## src/design/lz77hc_pkg.sv

```systemverilog
// ----------------------------------------------------------------------------
// LZ77 history-copy decoder package
// Word types, code and status constants and parameter defaults.
// ----------------------------------------------------------------------------
package lz77hc_pkg;

    localparam int WINDOW_SIZE_DEF      = 32768;
    localparam int MAX_LENGTH_DEF       = 258;
    localparam int BYTES_PER_RESULT_DEF = 8;

    localparam int LEN_W   = 9;
    localparam int COUNT_W = 4;
    localparam int STAT_W  = 3;
    localparam int DATA_W  = 64;

    localparam logic [1:0] MODE_LIT  = 2'd0;
    localparam logic [1:0] MODE_LEN  = 2'd1;
    localparam logic [1:0] MODE_DIST = 2'd2;

    localparam logic [STAT_W-1:0] STATUS_OK       = 3'd0;
    localparam logic [STAT_W-1:0] STATUS_NO_DIST  = 3'd1;
    localparam logic [STAT_W-1:0] STATUS_STRAY    = 3'd2;
    localparam logic [STAT_W-1:0] STATUS_TOO_FAR  = 3'd3;
    localparam logic [STAT_W-1:0] STATUS_TOO_LONG = 3'd4;

    typedef struct packed {
        logic [1:0]  mode;
        logic [15:0] value;
    } code_word_t;

    typedef struct packed {
        logic [DATA_W-1:0]  data;
        logic [COUNT_W-1:0] byte_count;
        logic [STAT_W-1:0]  status;
        logic               last;
    } result_word_t;

    // One element handed from the controller to the packer.
    typedef struct packed {
        logic              valid;
        logic              is_err;
        logic [STAT_W-1:0] status;
        logic [7:0]        data;
        logic              last;
    } push_t;

    // Packer fill state seen by the controller.
    typedef struct packed {
        logic               full;
        logic [COUNT_W-1:0] count;
    } pack_credit_t;

endpackage

```

## src/design/lz77hc_packer.sv

```systemverilog
// ----------------------------------------------------------------------------
// LZ77 result packer
// Gathers bytes into result words, passes error words, and holds the
// output register toward the receiver.
// ----------------------------------------------------------------------------
module lz77hc_packer #(
    parameter int BYTES_PER_RESULT = lz77hc_pkg::BYTES_PER_RESULT_DEF
) (
    input  logic                     clk,
    input  logic                     rst_n,
    input  lz77hc_pkg::push_t        push,
    output lz77hc_pkg::pack_credit_t credit,
    output logic                     result_valid,
    input  logic                     result_stall,
    output lz77hc_pkg::result_word_t result
);

    localparam int CW = lz77hc_pkg::COUNT_W;

    logic [lz77hc_pkg::DATA_W-1:0] acc_data_reg, acc_data_next;
    logic [CW-1:0]                 acc_count_reg, acc_count_next;
    logic [lz77hc_pkg::STAT_W-1:0] acc_status_reg, acc_status_next;
    logic                          acc_last_reg, acc_last_next;
    logic                          acc_full_reg, acc_full_next;
    lz77hc_pkg::result_word_t      out_reg, out_next;
    logic                          out_valid_reg, out_valid_next;

    lz77hc_pkg::result_word_t merged;
    logic                     merged_go;
    logic                     out_free;

    always_comb
    begin
        merged = '0;
        merged_go = 1'b0;
        if (push.is_err)
        begin
            merged.status = push.status;
            merged.last = push.last;
            merged_go = 1'b1;
        end
        else
        begin
            merged.data = acc_data_reg;
            for (int i = 0; i < BYTES_PER_RESULT; i++)
            begin
                if (acc_count_reg == CW'(i))
                begin
                    merged.data[8*i +: 8] = push.data;
                end
            end
            merged.byte_count = acc_count_reg + CW'(1);
            merged.status = lz77hc_pkg::STATUS_OK;
            merged.last = push.last;
            merged_go = push.last || (merged.byte_count == CW'(BYTES_PER_RESULT));
        end
    end

    always_comb
    begin
        out_free = !out_valid_reg || !result_stall;
        acc_data_next = acc_data_reg;
        acc_count_next = acc_count_reg;
        acc_status_next = acc_status_reg;
        acc_last_next = acc_last_reg;
        acc_full_next = acc_full_reg;
        out_next = out_reg;
        out_valid_next = out_valid_reg && result_stall;

        if (acc_full_reg)
        begin
            if (out_free)
            begin
                out_next.data = acc_data_reg;
                out_next.byte_count = acc_count_reg;
                out_next.status = acc_status_reg;
                out_next.last = acc_last_reg;
                out_valid_next = 1'b1;
                acc_data_next = '0;
                acc_count_next = '0;
                acc_full_next = 1'b0;
            end
        end
        else if (push.valid)
        begin
            if (merged_go && out_free)
            begin
                out_next = merged;
                out_valid_next = 1'b1;
                acc_data_next = '0;
                acc_count_next = '0;
            end
            else
            begin
                acc_data_next = merged.data;
                acc_count_next = merged.byte_count;
                acc_status_next = merged.status;
                acc_last_next = merged.last;
                acc_full_next = merged_go;
            end
        end
    end

    always_ff @(posedge clk or negedge rst_n)
    begin
        if (!rst_n)
        begin
            acc_data_reg <= '0;
            acc_count_reg <= '0;
            acc_full_reg <= 1'b0;
            out_valid_reg <= 1'b0;
        end
        else
        begin
            acc_data_reg <= acc_data_next;
            acc_count_reg <= acc_count_next;
            acc_full_reg <= acc_full_next;
            out_valid_reg <= out_valid_next;
        end
    end

    always_ff @(posedge clk)
    begin
        acc_status_reg <= acc_status_next;
        acc_last_reg <= acc_last_next;
        out_reg <= out_next;
    end

    assign credit.full = acc_full_reg;
    assign credit.count = acc_count_reg;
    assign result_valid = out_valid_reg;
    assign result = out_reg;

endmodule

```

## config.mk

```make
export PLATFORM = sky130hd
export DESIGN_NAME = lz77hc_packer
export DESIGN_NICKNAME = d
export VERILOG_FILES = /design/src/design/lz77hc_pkg.sv /design/src/design/lz77hc_packer.sv
export SDC_FILE = /design/constraint.sdc
export NUM_CORES = 1
export LEC_CHECK = 0
export ABC_AREA = 1
export ABC_CLOCK_PERIOD_IN_PS = 4670
export BUFFER_PORTS_ARGS = -buffer_cell sky130_fd_sc_hd__buf_2
export CAP_MARGIN = 5
export CORE_MARGIN = 2
export CORE_UTILIZATION = 51
export DETAILED_ROUTE_END_ITERATION = 10
export HOLD_SLACK_MARGIN = 0.08
export MAX_ROUTING_LAYER = met4
export PLACE_DENSITY_LB_ADDON = 0.05
export SLEW_MARGIN = 15
export SYNTH_ARGS = -nofsm -noshare
export SYNTH_HDL_FRONTEND = slang
export SYNTH_SLANG_ARGS = --single-unit
```

## constraint.sdc

```tcl
create_clock -name clk -period 4.67 [get_ports clk]
set_input_delay 0.467 -clock clk [delete_from_list [all_inputs] [get_ports clk]]
set_output_delay 0.467 -clock clk [all_outputs]
set_load 0.01 [all_outputs]
```

* Word level (Yosys, flattened, before mapping) *
Cells that the tools add are included.

storage, ports and cells
  input bits = 17
  flip-flop bits (word level) = 146
  logic and storage cells = 65

cells by class
  reductions and logical operators = 12
  muxes and demuxes = 31
  bitwise gates (word level) = 2
  equal/unequal tests = 9
  add/sub/neg operators = 1

operator list
  kind                                           number
  two-way mux 72 bit                             4
  two-way mux 64 bit                             4
  two-way mux 68 bit                             1
  two-way mux 8 bit                              8
  two-way mux 4 bit                              5
  == test 4 x 3 -> 1 bit, second input constant  4
  two-way mux 1 bit                              9
  == test 4 x 2 -> 1 bit, second input constant  2
  AND reduction 3 bit                            2
  adder 4 x 1 -> 4 bit, second input constant    1
  == test 4 x 1 -> 1 bit, second input constant  1
  == test 4 bit, second input constant           1
  zero test 4 bit                                1
  nonzero test 2 bit                             2
  logical AND 1 bit                              2
  zero test 1 bit                                2
  logical OR 1 bit                               2
  != test 2 x 1 -> 1 bit, second input constant  1
  inverter 1 bit                                 2
  AND reduction 2 bit                            1

* Logic depth before layout (Yosys ltp) *
  depth after elaboration = 8
  gate-level depth with buffers = 10

* Worst setup path before layout *
OpenSTA, ideal clock, no wires.

  path type = flip-flop to flip-flop
  from = register acc_count_reg[1]
  to = register out_reg (netlist bit result[0]), enable pin
  period minus slack after synthesis = 5.065 ns
  setup slack = -0.395 ns
  data required time = 4.144 ns
  buffers on the path = 0
  stages on the path, launching flop included = 8
  arrival = 4.539 ns
  cell sequence = dfrtp_1 > ha_1 > nand2_1 > inv_1 > nand3_1 > nand2_2 > nand2_1 > a21oi_1

on the way
  longest elaborated chain between the ends = 7

ends and longest elaborated chain
  what                                  RTL line              text
  start: declaration                    lz77hc_packer.sv:21   logic [CW-1:0] acc_count_reg, acc_count_next;
  start signal: assignment              lz77hc_packer.sv:116  acc_count_reg <= acc_count_next;
  adder 4 x 1 -> 4 bit                  lz77hc_packer.sv:52   merged.byte_count = acc_count_reg + CW'(1);
  == test 4 bit                         lz77hc_packer.sv:55   merged_go = push.last || (merged.byte_count == CW'(BYTES_PER_RESULT));
  logical OR 1 bit                      lz77hc_packer.sv:55
  two-way mux 1 bit                     lz77hc_packer.sv:36   if (push.is_err)
  logical AND 1 bit                     lz77hc_packer.sv:86   if (merged_go && out_free)
  nonzero test 2 bit (no source line)   n/a
  AND reduction 3 bit (no source line)  n/a
  end signal: assignment                lz77hc_packer.sv:126  out_reg <= out_next;
  end: declaration                      lz77hc_packer.sv:25   lz77hc_pkg::result_word_t out_reg, out_next;

No other way between the ends.
A chain may end at the register's enable or synchronous reset.

* Worst setup path in the final report *
  from = register acc_count_reg[1]
  to = register out_reg (netlist bit result[34]), enable pin

The elaborated chain is that of the path after synthesis.

==> results.md <==
- Run status: complete, no violations
- Kind of start point of the critical path: register
- Critical path start-end classification: reg -> reg
- Starting density of the core: 51.60%
- Gr usage total: 25.23%
- Cts hold-fix bufs: 0
- Detailed Routing Iterations Pass 1: 6
- Ratio of final minimum period to clock period: 63.18%
- Normalized max-slew margin: 30.66%
- Count of nets left with antenna violations after detail routing: 0
- Largest register FFs: 72
- Top cell by count, worst path: sky130_fd_sc_hd__nand2_1
- Leading cell types by total area after synthesis: sky130_fd_sc_hd__edfxtp_1, sky130_fd_sc_hd__dfrtp_1, sky130_fd_sc_hd__nand2_1, sky130_fd_sc_hd__nand3_1, sky130_fd_sc_hd__o21ai_0
- Routed WL per cell: 15.28 µm
- Net total in the final layout: 956
- Max rail drop VDD: 240.2 µV
- Arrival time of the worst setup path: 3050 ps
- Crit-path max FO: 43
- Number of setup buffers added after CTS: 0
- Maximum cell stage delay along the critical path: 830 ps
- Ordered list of cells on the worst path: ha_1 > nand2_1 > inv_1 > nand3_1 > nand2_2 > nand2_1 > a21oi_4 > buf_12
- Number of vias per cell after detailed routing: 5.304
- Final hold violation count: 0
- Number of ports placed on the die boundary: 95
- TritonCTS clock tree: built
- Number of standard-cell rows in the floorplan: 43
- Post-DP Area: 0.007624 mm²
- Upper clock frequency limit: 0.3389 GHz
- Number of input and output port buffers inserted: 94
- Max capacitance violation total: 0
- Synthesized Nets: 881
- Syn Std Cell Area: 0.007079 mm²
- Fraction of power consumed by sequential logic: 45.6%
- Number of fillers in the final layout: 1170
- Full die area: 0.01484 mm²
- R2R cell count: 8
- Flip-flop and latch count after synthesis: 146
- Biggest area consumer among synthesized cells: sky130_fd_sc_hd__edfxtp_1
- Drt drc: 0
- Total number of vias: 5983
- Total power divided by cell area: 392.6 mW/mm²
- Unique masters post-synth: 23
- Via count of the first global-routing pass: 5660
- Quantity of gates resized following cts: 0
- Number of CTS-inserted buffers: 17
- Number of pins exceeding their max-slew limit in the final report: 0
- CTS H-tree lvls: 4
- Layout Skew: 15.85 ps
- Kind of end point of the critical path: register
- Internal power consumption: 0.002420 W
- Net switching power: 0.0008099 W
- Total negative slack for setup checks: 0 ps
- Critical Path RT: 4770 ps
- Final setup viols: 0
- Total Routed Length: 17240 µm
- Global-route wire length before repair: 27700 µm
- Hpwl dp: 10610 µm
- Routability congestion estimate from global placement: 0.8314
- Insertion delay of the later-clocked pin in the worst-skew pair: 430 ps
- CTS max path bufs: 2
- Static leakage: 4.062 nW
- Chip height: 121.8 µm
- Clock network fraction of total power: 42.8%
- Post-route cell area: 0.008229 mm²
- Clock Sink Count: 146
- Clock tree root driver cell: sky130_fd_sc_hd__clkbuf_16
- Cell with the biggest individual delay on the critical path: sky130_fd_sc_hd__a21oi_4
- Worst hold path type: in -> async
- Actual transition at the worst max-transition pin: 1038 ps
- Switch share: 25.07%
- Grt total ovfl: 0
- Post-layout min period: 2950 ps
- Worst Setup Slack post-DPL: 1711 ps
- Share of layout cells above drive strength 1: 15.19%
- Post-route setup slack: 1720 ps
- Area share of the largest cell type after synthesis: 32.24%
- Post-Synthesis Cells: 860
- Unrepaired setup endpoints after global routing: no
- Part of the power in combinational logic: 11.6%
- Post-synthesis area per instance: 8.232 µm²
- Final core utilization: 59.98%
- Register area share after synthesis: 56.98%
- Synth warnings: 0
- Maximum number of pins on one net before global-route repair: 72
- Initial antenna violation count: 0
- Clock-pin transition on the worst setup and hold timing paths: 50 ps
- Width of the chip: 121.8 µm
- Total inserted antenna cells: 0
- Signed area change from the synthesized netlist to the final layout: 16.24%
- Core area: 0.01372 mm²
- DRT iter0 DRCs: 616
==> cell type report <==
type,instances,area (µm²),share of cell area [%]
clock inverter,10,131.4,1.596
clock buffer,22,474.2,5.763
multi-input combinational,580,2494,30.30
inverter,89,335.3,4.075
sequential,146,4034,49.02
tap,180,225.2,2.737
timing repair buffer,101,535.5,6.508
==> layout by cell type (no fill, tap or decap), types with 2 or more instances in the layout <==
master | synthesis | final
sky130_fd_sc_hd__nand3_2 | 3 | 3
sky130_fd_sc_hd__nor2_1 | 67 | 67
sky130_fd_sc_hd__nand2_2 | 3 | 3
sky130_fd_sc_hd__bufinv_16 | 0 | 3
sky130_fd_sc_hd__clkbuf_8 | 0 | 3
sky130_fd_sc_hd__inv_2 | 4 | 3
sky130_fd_sc_hd__nor2_4 | 1 | 2
sky130_fd_sc_hd__clkbuf_16 | 0 | 17
sky130_fd_sc_hd__clkinv_2 | 0 | 3
sky130_fd_sc_hd__buf_2 | 22 | 94
sky130_fd_sc_hd__clkinv_1 | 0 | 2
sky130_fd_sc_hd__edfxtp_1 | 76 | 76
sky130_fd_sc_hd__clkinvlp_4 | 0 | 2
sky130_fd_sc_hd__a21oi_1 | 3 | 2
sky130_fd_sc_hd__inv_1 | 85 | 85
sky130_fd_sc_hd__ha_1 | 4 | 4
sky130_fd_sc_hd__o21ai_0 | 69 | 69
sky130_fd_sc_hd__nand3_1 | 102 | 102
sky130_fd_sc_hd__buf_4 | 4 | 6
sky130_fd_sc_hd__nand2_1 | 322 | 322
sky130_fd_sc_hd__dfrtp_1 | 70 | 70
sky130_fd_sc_hd__clkbuf_1 | 15 | 2
==> stage by stage <==
| step | cells | power, W | hold WS (ps) |
|---|---|---|---|
| after floorplan | 860 | 0.001738 | 171.4 |
| after global placement | 1096 | 0.001862 | 461.3 |
| after detailed placement | 1096 | 0.001871 | 464.5 |
| after CTS | 1128 | 0.003250 | 123.7 |
| after global routing | 1128 | 0.003346 | 159.4 |
| final | 1128 | 0.003230 | 108.4 |
==> layer usage <==
layer / part of all wire [%] / vias up / track usage [%]
met4: 2.5 / 0 / 9.698
met2: 49 / 211 / 40.19
met5: 0 / - / -
li1: - / 2887 / -
met3: 6.4 / 38 / 5.524
met1: 42 / 2847 / 31.72
==> power by group through the flow <==
stage	clock network [W]	registers, W	logic (W)
floorplan	0	0.00153	0.000210
global placement	0	0.00149	0.000368
detailed placement	0	0.00150	0.000373
CTS	0.00140	0.00147	0.000375
global route	0.00145	0.00148	0.000419
finish	0.00138	0.00147	0.000375
==> cells in the mapped netlist <==
| cell type | n |
|---|---|
| sky130_fd_sc_hd__o21ai_0 | 69 |
| sky130_fd_sc_hd__buf_4 | 4 |
| sky130_fd_sc_hd__edfxtp_1 | 76 |
| sky130_fd_sc_hd__nand2_2 | 3 |
| sky130_fd_sc_hd__nand3_2 | 3 |
| sky130_fd_sc_hd__ha_1 | 4 |
| sky130_fd_sc_hd__inv_2 | 4 |
| sky130_fd_sc_hd__inv_1 | 85 |
| sky130_fd_sc_hd__nor3_1 | 1 |
| sky130_fd_sc_hd__buf_2 | 22 |
| sky130_fd_sc_hd__a21oi_1 | 3 |
| sky130_fd_sc_hd__nor2_2 | 2 |
| sky130_fd_sc_hd__nand4_1 | 1 |
| sky130_fd_sc_hd__buf_6 | 3 |
| sky130_fd_sc_hd__or2_2 | 1 |
| sky130_fd_sc_hd__nor2_4 | 1 |
| sky130_fd_sc_hd__nor2_1 | 67 |
| sky130_fd_sc_hd__nand2_1 | 322 |
| sky130_fd_sc_hd__nand3_1 | 102 |
| sky130_fd_sc_hd__dfrtp_1 | 70 |
| sky130_fd_sc_hd__buf_1 | 1 |
| sky130_fd_sc_hd__clkbuf_1 | 15 |
| sky130_fd_sc_hd__o22ai_1 | 1 |
==> worst max-delay path, delay by kind of cell, from the launching register on <==
kind	cells	cell delay (ps)
adder cells (fa/ha/maj)	1	420
AND/OR/NAND/NOR	4	470
flip-flops	1	460
buffers and inverters	2	410
AO/OA/AOI/OAI	1	830
==> worst paths after layout <==
| path | slack [ps] | to | from |
|---|---|---|---|
| min | 110 | acc_data_reg[3]$_DFFE_PN0P_ | rst_n |
| min in group clk | 250 | acc_last_reg$_DFFE_PP_ | push[0] |
| max | 1720 | result[34]$_DFFE_PP_ | acc_count_reg[1]$_DFFE_PN0P_ |
| min reg2reg | 480 | acc_data_reg[38]$_DFFE_PN0P_ | acc_data_reg[38]$_DFFE_PN0P_ |
| max reg2reg | 1720 | result[34]$_DFFE_PP_ | acc_count_reg[1]$_DFFE_PN0P_ |
| max in group asynchronous | 3500 | acc_data_reg[33]$_DFFE_PN0P_ | rst_n |
==> cells by family (layout without fill, tap and decap cells) <==
| kind of cell | after synthesis | in the layout | share of synthesized area [%] |
|---|---|---|---|
| AOI/OAI and AO/OA | 73 | 73 | 5.178 |
| buffers and inverters | 134 | 222 | 8.024 |
| DFF | 146 | 146 | 56.98 |
| and+or+nand+nor | 503 | 503 | 29.11 |
| adders and majority gates | 4 | 4 | 0.7070 |
Power figures use the tool's default switching activity.
