[src/design/lz77hc_pkg.sv]
// ----------------------------------------------------------------------------
// LZ77 history-copy decoder package
// Word types, code and status constants and parameter defaults.
// ----------------------------------------------------------------------------
package lz77hc_pkg;

    localparam int WINDOW_SIZE_DEF      = 32768;
    localparam int MAX_LENGTH_DEF       = 258;
    localparam int BYTES_PER_RESULT_DEF = 8;

    localparam int LEN_W   = 9;
    localparam int COUNT_W = 4;
    localparam int STAT_W  = 3;
    localparam int DATA_W  = 64;

    localparam logic [1:0] MODE_LIT  = 2'd0;
    localparam logic [1:0] MODE_LEN  = 2'd1;
    localparam logic [1:0] MODE_DIST = 2'd2;

    localparam logic [STAT_W-1:0] STATUS_OK       = 3'd0;
    localparam logic [STAT_W-1:0] STATUS_NO_DIST  = 3'd1;
    localparam logic [STAT_W-1:0] STATUS_STRAY    = 3'd2;
    localparam logic [STAT_W-1:0] STATUS_TOO_FAR  = 3'd3;
    localparam logic [STAT_W-1:0] STATUS_TOO_LONG = 3'd4;

    typedef struct packed {
        logic [1:0]  mode;
        logic [15:0] value;
    } code_word_t;

    typedef struct packed {
        logic [DATA_W-1:0]  data;
        logic [COUNT_W-1:0] byte_count;
        logic [STAT_W-1:0]  status;
        logic               last;
    } result_word_t;

    // One element handed from the controller to the packer.
    typedef struct packed {
        logic              valid;
        logic              is_err;
        logic [STAT_W-1:0] status;
        logic [7:0]        data;
        logic              last;
    } push_t;

    // Packer fill state seen by the controller.
    typedef struct packed {
        logic               full;
        logic [COUNT_W-1:0] count;
    } pack_credit_t;

endpackage

[src/design/lz77hc_ctrl.sv]
// ----------------------------------------------------------------------------
// LZ77 decode controller
// Decodes each code, keeps the window pointers and pending length, and
// drives the history RAM and the packer during literal and copy work.
// ----------------------------------------------------------------------------
module lz77hc_ctrl #(
    parameter int WINDOW_SIZE      = lz77hc_pkg::WINDOW_SIZE_DEF,
    parameter int MAX_LENGTH       = lz77hc_pkg::MAX_LENGTH_DEF,
    parameter int BYTES_PER_RESULT = lz77hc_pkg::BYTES_PER_RESULT_DEF
) (
    input  logic                           clk,
    input  logic                           rst_n,
    input  logic                           code_valid,
    input  lz77hc_pkg::code_word_t         code,
    output logic                           code_stall,
    input  lz77hc_pkg::pack_credit_t       credit,
    output lz77hc_pkg::push_t              push,
    output logic                           ram_we,
    output logic [$clog2(WINDOW_SIZE)-1:0] ram_waddr,
    output logic [7:0]                     ram_wdata,
    output logic                           ram_re,
    output logic [$clog2(WINDOW_SIZE)-1:0] ram_raddr,
    input  logic [7:0]                     ram_rdata
);

    localparam int AW  = $clog2(WINDOW_SIZE);
    localparam int BPW = $clog2(WINDOW_SIZE + 1);
    localparam int LW  = lz77hc_pkg::LEN_W;
    localparam logic [AW-1:0]  WP_LAST = AW'(WINDOW_SIZE - 1);
    localparam logic [BPW-1:0] BP_MAX  = BPW'(WINDOW_SIZE);
    localparam logic [AW:0]    WIN_EXT = (AW+1)'(WINDOW_SIZE);

    typedef enum logic [2:0] {S_IDLE, S_PRE, S_LIT, S_ERR, S_COPY} state_t;

    state_t                        state_reg, state_next;
    state_t                        follow_reg, follow_next;
    logic [7:0]                    lit_reg, lit_next;
    logic [lz77hc_pkg::STAT_W-1:0] err_status_reg, err_status_next;
    logic                          pre_last_reg, pre_last_next;
    logic [AW-1:0]                 wp_reg, wp_next;
    logic [BPW-1:0]                bp_reg, bp_next;
    logic [LW-1:0]                 plen_reg, plen_next;
    logic                          lp_reg, lp_next;
    logic [AW-1:0]                 src_reg, src_next;
    logic [LW-1:0]                 remain_reg, remain_next;
    logic                          inflight_reg, inflight_next;
    logic                          inflight_last_reg, inflight_last_next;

    logic [AW:0]    dist_ext;
    logic [AW:0]    diff;
    logic [AW-1:0]  src_calc;
    logic           credit_ok;
    logic           advance;
    logic           too_far;

    always_comb
    begin
        dist_ext = code.value[AW:0];
        diff = {1'b0, wp_reg} - dist_ext;
        src_calc = ({1'b0, wp_reg} < dist_ext) ? AW'(diff + WIN_EXT) : AW'(diff);
        too_far = (code.value == 16'd0) || (code.value > 16'(bp_reg));
        // Room for the byte arriving now and for one more read issued now.
        credit_ok = !credit.full
            && ((5'(credit.count) + 5'(inflight_reg)) < 5'(BYTES_PER_RESULT));
    end

    always_comb
    begin
        state_next = state_reg;
        follow_next = follow_reg;
        lit_next = lit_reg;
        err_status_next = err_status_reg;
        pre_last_next = pre_last_reg;
        wp_next = wp_reg;
        bp_next = bp_reg;
        plen_next = plen_reg;
        lp_next = lp_reg;
        src_next = src_reg;
        remain_next = remain_reg;
        inflight_next = 1'b0;
        inflight_last_next = inflight_last_reg;
        push = '0;
        ram_we = 1'b0;
        ram_wdata = lit_reg;
        ram_re = 1'b0;
        advance = 1'b0;

        unique case (state_reg)
            S_IDLE:
            begin
                if (code_valid)
                begin
                    lit_next = code.value[7:0];
                    case (code.mode) inside
                        lz77hc_pkg::MODE_DIST:
                        begin
                            lp_next = 1'b0;
                            plen_next = '0;
                            if (!lp_reg)
                            begin
                                err_status_next = lz77hc_pkg::STATUS_STRAY;
                                state_next = S_ERR;
                            end
                            else if (too_far)
                            begin
                                err_status_next = lz77hc_pkg::STATUS_TOO_FAR;
                                state_next = S_ERR;
                            end
                            else
                            begin
                                src_next = src_calc;
                                remain_next = plen_reg;
                                state_next = (plen_reg == '0) ? S_IDLE : S_COPY;
                            end
                        end
                        lz77hc_pkg::MODE_LIT, lz77hc_pkg::MODE_LEN:
                        begin
                            // A pending length without its distance is dropped first.
                            if (lp_reg)
                            begin
                                lp_next = 1'b0;
                                plen_next = '0;
                            end
                            if (code.mode == lz77hc_pkg::MODE_LIT)
                            begin
                                follow_next = S_LIT;
                            end
                            else if (code.value > 16'(MAX_LENGTH))
                            begin
                                err_status_next = lz77hc_pkg::STATUS_TOO_LONG;
                                follow_next = S_ERR;
                            end
                            else
                            begin
                                plen_next = code.value[LW-1:0];
                                lp_next = 1'b1;
                                follow_next = S_IDLE;
                            end
                            pre_last_next = (follow_next == S_IDLE);
                            state_next = lp_reg ? S_PRE : follow_next;
                        end
                        default:
                        begin
                        end
                    endcase
                end
            end
            S_PRE:
            begin
                if (!credit.full)
                begin
                    push.valid = 1'b1;
                    push.is_err = 1'b1;
                    push.status = lz77hc_pkg::STATUS_NO_DIST;
                    push.last = pre_last_reg;
                    state_next = follow_reg;
                end
            end
            S_LIT:
            begin
                if (!credit.full)
                begin
                    push.valid = 1'b1;
                    push.status = lz77hc_pkg::STATUS_OK;
                    push.data = lit_reg;
                    push.last = 1'b1;
                    ram_we = 1'b1;
                    advance = 1'b1;
                    state_next = S_IDLE;
                end
            end
            S_ERR:
            begin
                if (!credit.full)
                begin
                    push.valid = 1'b1;
                    push.is_err = 1'b1;
                    push.status = err_status_reg;
                    push.last = 1'b1;
                    state_next = S_IDLE;
                end
            end
            S_COPY:
            begin
                if ((remain_reg != '0) && credit_ok)
                begin
                    ram_re = 1'b1;
                    src_next = (src_reg == WP_LAST) ? '0 : src_reg + AW'(1);
                    remain_next = remain_reg - LW'(1);
                    inflight_next = 1'b1;
                    inflight_last_next = (remain_reg == LW'(1));
                end
                if (inflight_reg)
                begin
                    push.valid = 1'b1;
                    push.status = lz77hc_pkg::STATUS_OK;
                    push.data = ram_rdata;
                    push.last = inflight_last_reg;
                    ram_we = 1'b1;
                    ram_wdata = ram_rdata;
                    advance = 1'b1;
                end
                if ((remain_reg == '0) && !inflight_reg)
                begin
                    state_next = S_IDLE;
                end
            end
            default:
            begin
                state_next = S_IDLE;
            end
        endcase

        if (advance)
        begin
            wp_next = (wp_reg == WP_LAST) ? '0 : wp_reg + AW'(1);
            if (bp_reg != BP_MAX)
            begin
                bp_next = bp_reg + BPW'(1);
            end
        end
    end

    always_ff @(posedge clk or negedge rst_n)
    begin
        if (!rst_n)
        begin
            state_reg <= S_IDLE;
            follow_reg <= S_IDLE;
            wp_reg <= '0;
            bp_reg <= '0;
            plen_reg <= '0;
            lp_reg <= 1'b0;
            remain_reg <= '0;
            inflight_reg <= 1'b0;
        end
        else
        begin
            state_reg <= state_next;
            follow_reg <= follow_next;
            wp_reg <= wp_next;
            bp_reg <= bp_next;
            plen_reg <= plen_next;
            lp_reg <= lp_next;
            remain_reg <= remain_next;
            inflight_reg <= inflight_next;
        end
    end

    always_ff @(posedge clk)
    begin
        lit_reg <= lit_next;
        err_status_reg <= err_status_next;
        pre_last_reg <= pre_last_next;
        src_reg <= src_next;
        inflight_last_reg <= inflight_last_next;
    end

    assign code_stall = (state_reg != S_IDLE);
    assign ram_waddr = wp_reg;
    assign ram_raddr = src_reg;

endmodule

[config.mk]
export PLATFORM = sky130hd
export DESIGN_NAME = lz77hc_ctrl
export DESIGN_NICKNAME = d
export VERILOG_FILES = /design/src/design/lz77hc_pkg.sv /design/src/design/lz77hc_ctrl.sv
export SDC_FILE = /design/constraint.sdc
export NUM_CORES = 1
export LEC_CHECK = 0
export BUFFER_PORTS_ARGS = -buffer_cell sky130_fd_sc_hd__buf_2
export CELL_PAD_IN_SITES_DETAIL_PLACEMENT = 1
export CELL_PAD_IN_SITES_GLOBAL_PLACEMENT = 2
export CORE_UTILIZATION = 38
export DETAILED_ROUTE_END_ITERATION = 8
export PLACE_DENSITY_LB_ADDON = 0.25
export SLEW_MARGIN = 20
export SYNTH_ARGS = -nofsm -noshare
export SYNTH_HDL_FRONTEND = slang
export SYNTH_SLANG_ARGS = --single-unit
export TNS_END_PERCENT = 1
[constraint.sdc]
create_clock -name clk -period 6.92 [get_ports clk]
set_input_delay 0 -clock clk [delete_from_list [all_inputs] [get_ports clk]]
set_output_delay 0 -clock clk [all_outputs]
set_load 0.005 [all_outputs]
**Word-level counts from Yosys, hierarchy flattened**

Cells that the tools add are included.

- Register bits: 85
- Bits of input ports: 34
- Word-level logic and storage cells: 137

- Add/sub/neg operators: 7
- $lt $le $gt $ge: 4
- Equality and inequality tests: 21
- Multiplexer cells: 64
- Bitwise operators: 1
- Reductions and logical operators: 27

Operators by type and width:

| operator | count |
|---|---|
| $mux 15 | 8 |
| $mux 9 | 12 |
| $mux 3 | 20 |
| $add 15x1->15 const B | 3 |
| $eq 15x15->1 const B | 2 |
| $pmux 15 s2 | 1 |
| $pmux 3 s4 | 2 |
| $logic_not 9->1 | 2 |
| $ne 2x2->1 const B | 9 |
| $pmux 9 s2 | 1 |
| $add 16x1->16 const B | 1 |
| $gt 16x16->1 | 1 |
| $gt 16x9->1 const B | 1 |
| $logic_not 16->1 | 1 |
| $lt 15x16->1 | 1 |
| $mux 8 | 2 |
| $ne 16x16->1 const B | 1 |
| $pmux 8 s2 | 1 |
| $sub 15x15->15 | 1 |
| $reduce_and 6->1 | 2 |
| $mux 5 | 2 |
| $eq 9x1->1 const B | 1 |
| $mux 1 | 9 |
| $reduce_bool 9->1 | 1 |
| 26 further kinds | 39 |

**Depth between registers and ports, before layout**

- Depth in word-level cells: 12
- Mapped depth: 10
- Depth with buffers taken out: 10

**Worst setup path before layout**

Ideal clock, no wire load.

- Path kind: register -> register
- Start point: register bp_reg[7]
- End point: register src_reg[0], in the netlist ram_raddr[0], enable pin
- Setup time: 359 ps
- Arrival: 2,315 ps
- Required time: 6,561 ps
- Path slack: 4,246 ps
- Cell stages (with the launch flop): 10
- Buffers on the path: 0
- Period minus slack after synthesis: 2,674 ps
- Path through: dfrtp_1 > inv_1 > ha_1 > a21oi_1 > o21ai_0 > a221o_1 > a211o_1 > a21oi_2 > nor2_4 > inv_1

- Longest elaborated chain between the ends: 4

Ends and longest elaborated chain:

| element | RTL line | source |
|---|---|---|
| start: declaration | lz77hc_ctrl.sv:41 | `logic [BPW-1:0] bp_reg, bp_next;` |
| start signal: assignment | lz77hc_ctrl.sv:242 | `bp_reg <= bp_next;` |
| $gt 16x16->1 | lz77hc_ctrl.sv:61 | `too_far = (code.value == 16'd0) \|\| (code.value > 16'(bp_reg));` |
| $logic_or 1x1->1 | lz77hc_ctrl.sv:61 |  |
| $ne 2x2->1 (no source line) | -- |  |
| $reduce_and 6->1 (no source line) | -- |  |
| end signal: assignment | lz77hc_ctrl.sv:255 | `src_reg <= src_next;` |
| end: declaration | lz77hc_ctrl.sv:44 | `logic [AW-1:0] src_reg, src_next;` |

No other way between the ends.
A chain may end at the register's enable or synchronous reset.

**Worst setup path after layout**

- Start point: register bp_reg[7]
- End point: register src_reg[5], in the netlist ram_raddr[5], enable pin

The elaborated chain is that of the path after synthesis.

==> flow_metrics.tcl <==
set metrics [dict create \
    synth_top_area_share_pct 25.7 \
    gp_congestion 0.842 \
    fin_crit_ns 3.26 \
    p_leak_uw 0.00299 \
    reg2reg_to "ram_raddr[5]$_DFFE_PP_" \
    vias_per_cell 5.47 \
    max_freq_mhz 307 \
    wl_met3_um 427 \
    synth.avg_cell_area_sq_um 9.50 \
    final_nets 744 \
    area_growth_pct 19.1 \
    postRouteAntennaNets 0 \
    placedCellCount 830 \
    syn_inst 574 \
    rsz0062_at_grt "false" \
    critPathSlowestCell "a21oi_2" \
    clk_latency_ns 0.35 \
    crit_buf_inv 2 \
    synth.net_count 645 \
    vias 4696 \
    placed_area_sq_um 6070 \
    hold_depth 6 \
    hold_viol 0 \
    diodes 0 \
    clk_pin_slew_ns 0.06 \
    wl_met2_mm 7.77 \
    die_area_sq_um 14800 \
    core_sq_um 13900 \
    synth.distinct_cells 70 \
    slew_headroom_pct 43.1 \
    worstSetupEndpointType "flip-flop" \
    synthFlopType "dfrtp_1" \
    finalNonFillerCells 858 \
    die_h_um 122 \
    hp-class "in -> reg" \
    status "complete, no violations" \
    worstMarginPinSlew_ns 0.847 \
    synth.most_common_cell "dfrtp_1" \
    drive_above_1_share_pct 19.2 \
    drt_first_pass_iters 4 \
    drc_errors 0 \
    groute.usage.overall_pct 23.2 \
    ys_ff_latch 84 \
    cts_root_buf "clkbuf_16" \
    initial_core_util_pct 39.1 \
    fin_crit_sh_pct 47.1 \
    cts_buffers 9 \
    rrSetupSlack_ns 3.66 \
    critPathKind "reg -> reg" \
    fin_area_sq_um 6490 \
    finalMaxSlewViolations 0 \
    power_uw 1730 \
    rows 43 \
    synth-edff-count 28 \
    reg2reg_depth 9 \
    cp.arrival_ns 3.24 \
    critical_path.cell_chain "inv_1 -> ha_1 -> a21oi_1 -> o21ai_0 -> a221o_1 -> a211o_1 -> a21oi_2 -> nor2_4 -> inv_1" \
    critical_path.most_common_cell "inv_1" \
    finClkSkew_ns 0.00445 \
    critPathMaxFanout 15 \
    h-tree-depth 3 \
    rr_startpoint "bp_reg[7]$_DFFE_PN0P_" \
    drt-wirelength-per-cell_um 18.9 \
    clock_sinks 84 \
    tns_ns 0 \
    hold_slack_ns 0.123 \
    powerDensity_nw_per_um2 266 \
    netlist_area_sq_um 5450 \
    cts_tree "yes" \
    max_stage_delay_ns 0.52 \
    grt_max_degree 57 \
    worst_ir_drop_vdd_mv 0.147 \
    grt_overflow 0 \
    drtIter0Drc 235 \
    drt_wl_total_mm 16.2 \
    io_pins 89 \
    port_buffers 88 \
    grt_pass1_vias 4822 \
    startpoint_type "flip-flop" \
    synth_top_cell_by_area "dfrtp_1" \
    synth-async-reset-ratio_pct 66.7 \
    maxCapViolations 0 \
    cts_resized 0 \
    setup_viol 0 \
    ys_top_cells_by_area "dfrtp_1 (26%), edfxtp_1 (15%), ha_1 (8.3%)" \
    antenna_found_initial 0 \
    hold-path-endpoint "state_reg[1]$_DFFE_PN0P_" \
    topRoutingLayerUsed "met4" \
    hold_start "credit[4]" \
    die_w_um 122 \
    largest_reg_flops 16 \
    grt_pass1_wl_mm 26.1 \
    synthTopCellsByCount "dfrtp_1 (56), nor2_1 (54), inv_1 (48), nand2_1 (41), ha_1 (36)" \
    hpwl_mm 12.4 \
    cp_top_family "compound AO/OA/AOI/OAI gates" \
    ys_seq_area_share_pct 41.1 \
    clock_path_buffers 2 \
    m1WireLength_mm 7.77 \
    yosysWarningCount 0 \
    worstPathRequired_ns 6.90 \
]
[cells in the final DEF (no fill, tap or decap), drive strengths merged, types with 21 or more instances in the layout]
master / n
buf: 90
dfrtp: 56
nor2: 55
inv: 48
nand2: 42
ha: 36
nand3: 28
edfxtp: 28
a21oi: 28
xnor2: 27
o21ai: 22
xor2: 21
[how the worst max path moves through the flow]
stage / startpoint / end / slack (ns) / depth (start not counted)
floorplan: bp_reg[7]$_DFFE_PN0P_ / ram_raddr[0]$_DFFE_PP_ / 4.25 / 9
global placement: bp_reg[7]$_DFFE_PN0P_ / ram_raddr[4]$_DFFE_PP_ / 3.80 / 9
detailed placement: bp_reg[7]$_DFFE_PN0P_ / ram_raddr[4]$_DFFE_PP_ / 3.69 / 9
CTS: bp_reg[7]$_DFFE_PN0P_ / ram_raddr[4]$_DFFE_PP_ / 3.65 / 9
global route: bp_reg[7]$_DFFE_PN0P_ / ram_raddr[6]$_DFFE_PP_ / 3.43 / 9
finish: bp_reg[7]$_DFFE_PN0P_ / ram_raddr[5]$_DFFE_PP_ / 3.66 / 9
[metal layers]
metal	global-route usage [%]	vias up
met3	2.62	11
met1	32.4	2332
met2	37.6	71
met4	7.33	0
met5	0	-
li1	-	2282
[power breakdown]
part	leakage [uW]	switching (uW)	total (uW)	internal (uW)
Combinational	0.00187	320	553	233
Sequential	0.000975	84.8	679	594
Clock	0.000149	198	497	298
Total	0.00299	603	1730	1130
[worst reg2reg max path, cell delays in order (launching register included)]
cell     delay (ns)
dfrtp_1        0.43
inv_1          0.07
ha_1           0.32
a21oi_1        0.16
o21ai_0        0.12
a221o_1        0.33
a211o_1        0.30
a21oi_2        0.53
nor2_4         0.15
inv_1          0.49
[metrics by stage]
stage	setup slack, ns	util [%]
5_1_grt	3.43	46.6
4_1_cts	3.65	46.6
6_report	3.66	46.6
3_3_place_gp	3.80	43.5
3_5_place_dp	3.69	43.5
2_1_floorplan	4.25	-
[area by class of cell]
cell class	instances	area, sq um
well taps	180	225
fillers	1629	7440
clock inverters	4	47.5
flip-flops and latches	84	2240
multi-input cells	427	2960
repair buffers	102	576
inverters	49	184
clock buffers	12	256
[timing repair]
item | in CTS | in global routing
hold endpoints to repair | 72 | 0
setup buffers | 0 | 0
hold buffers | 12 | 0
setup endpoints to repair | 0 | 0
[cell families (layout without fill, tap and decap cells)]
family	after synthesis	in the layout	synth area share, %
buffers and inverters	63	167	4.57
DFF	84	84	41.1
and+or+nand+nor	199	199	19.0
adders and majority gates	37	37	8.63
AOI/OAI and AO/OA	133	133	17.0
xor gates and xnor gates	48	48	7.71
muxes	10	10	2.02
No activity file was read; power rests on OpenSTA's default activity.
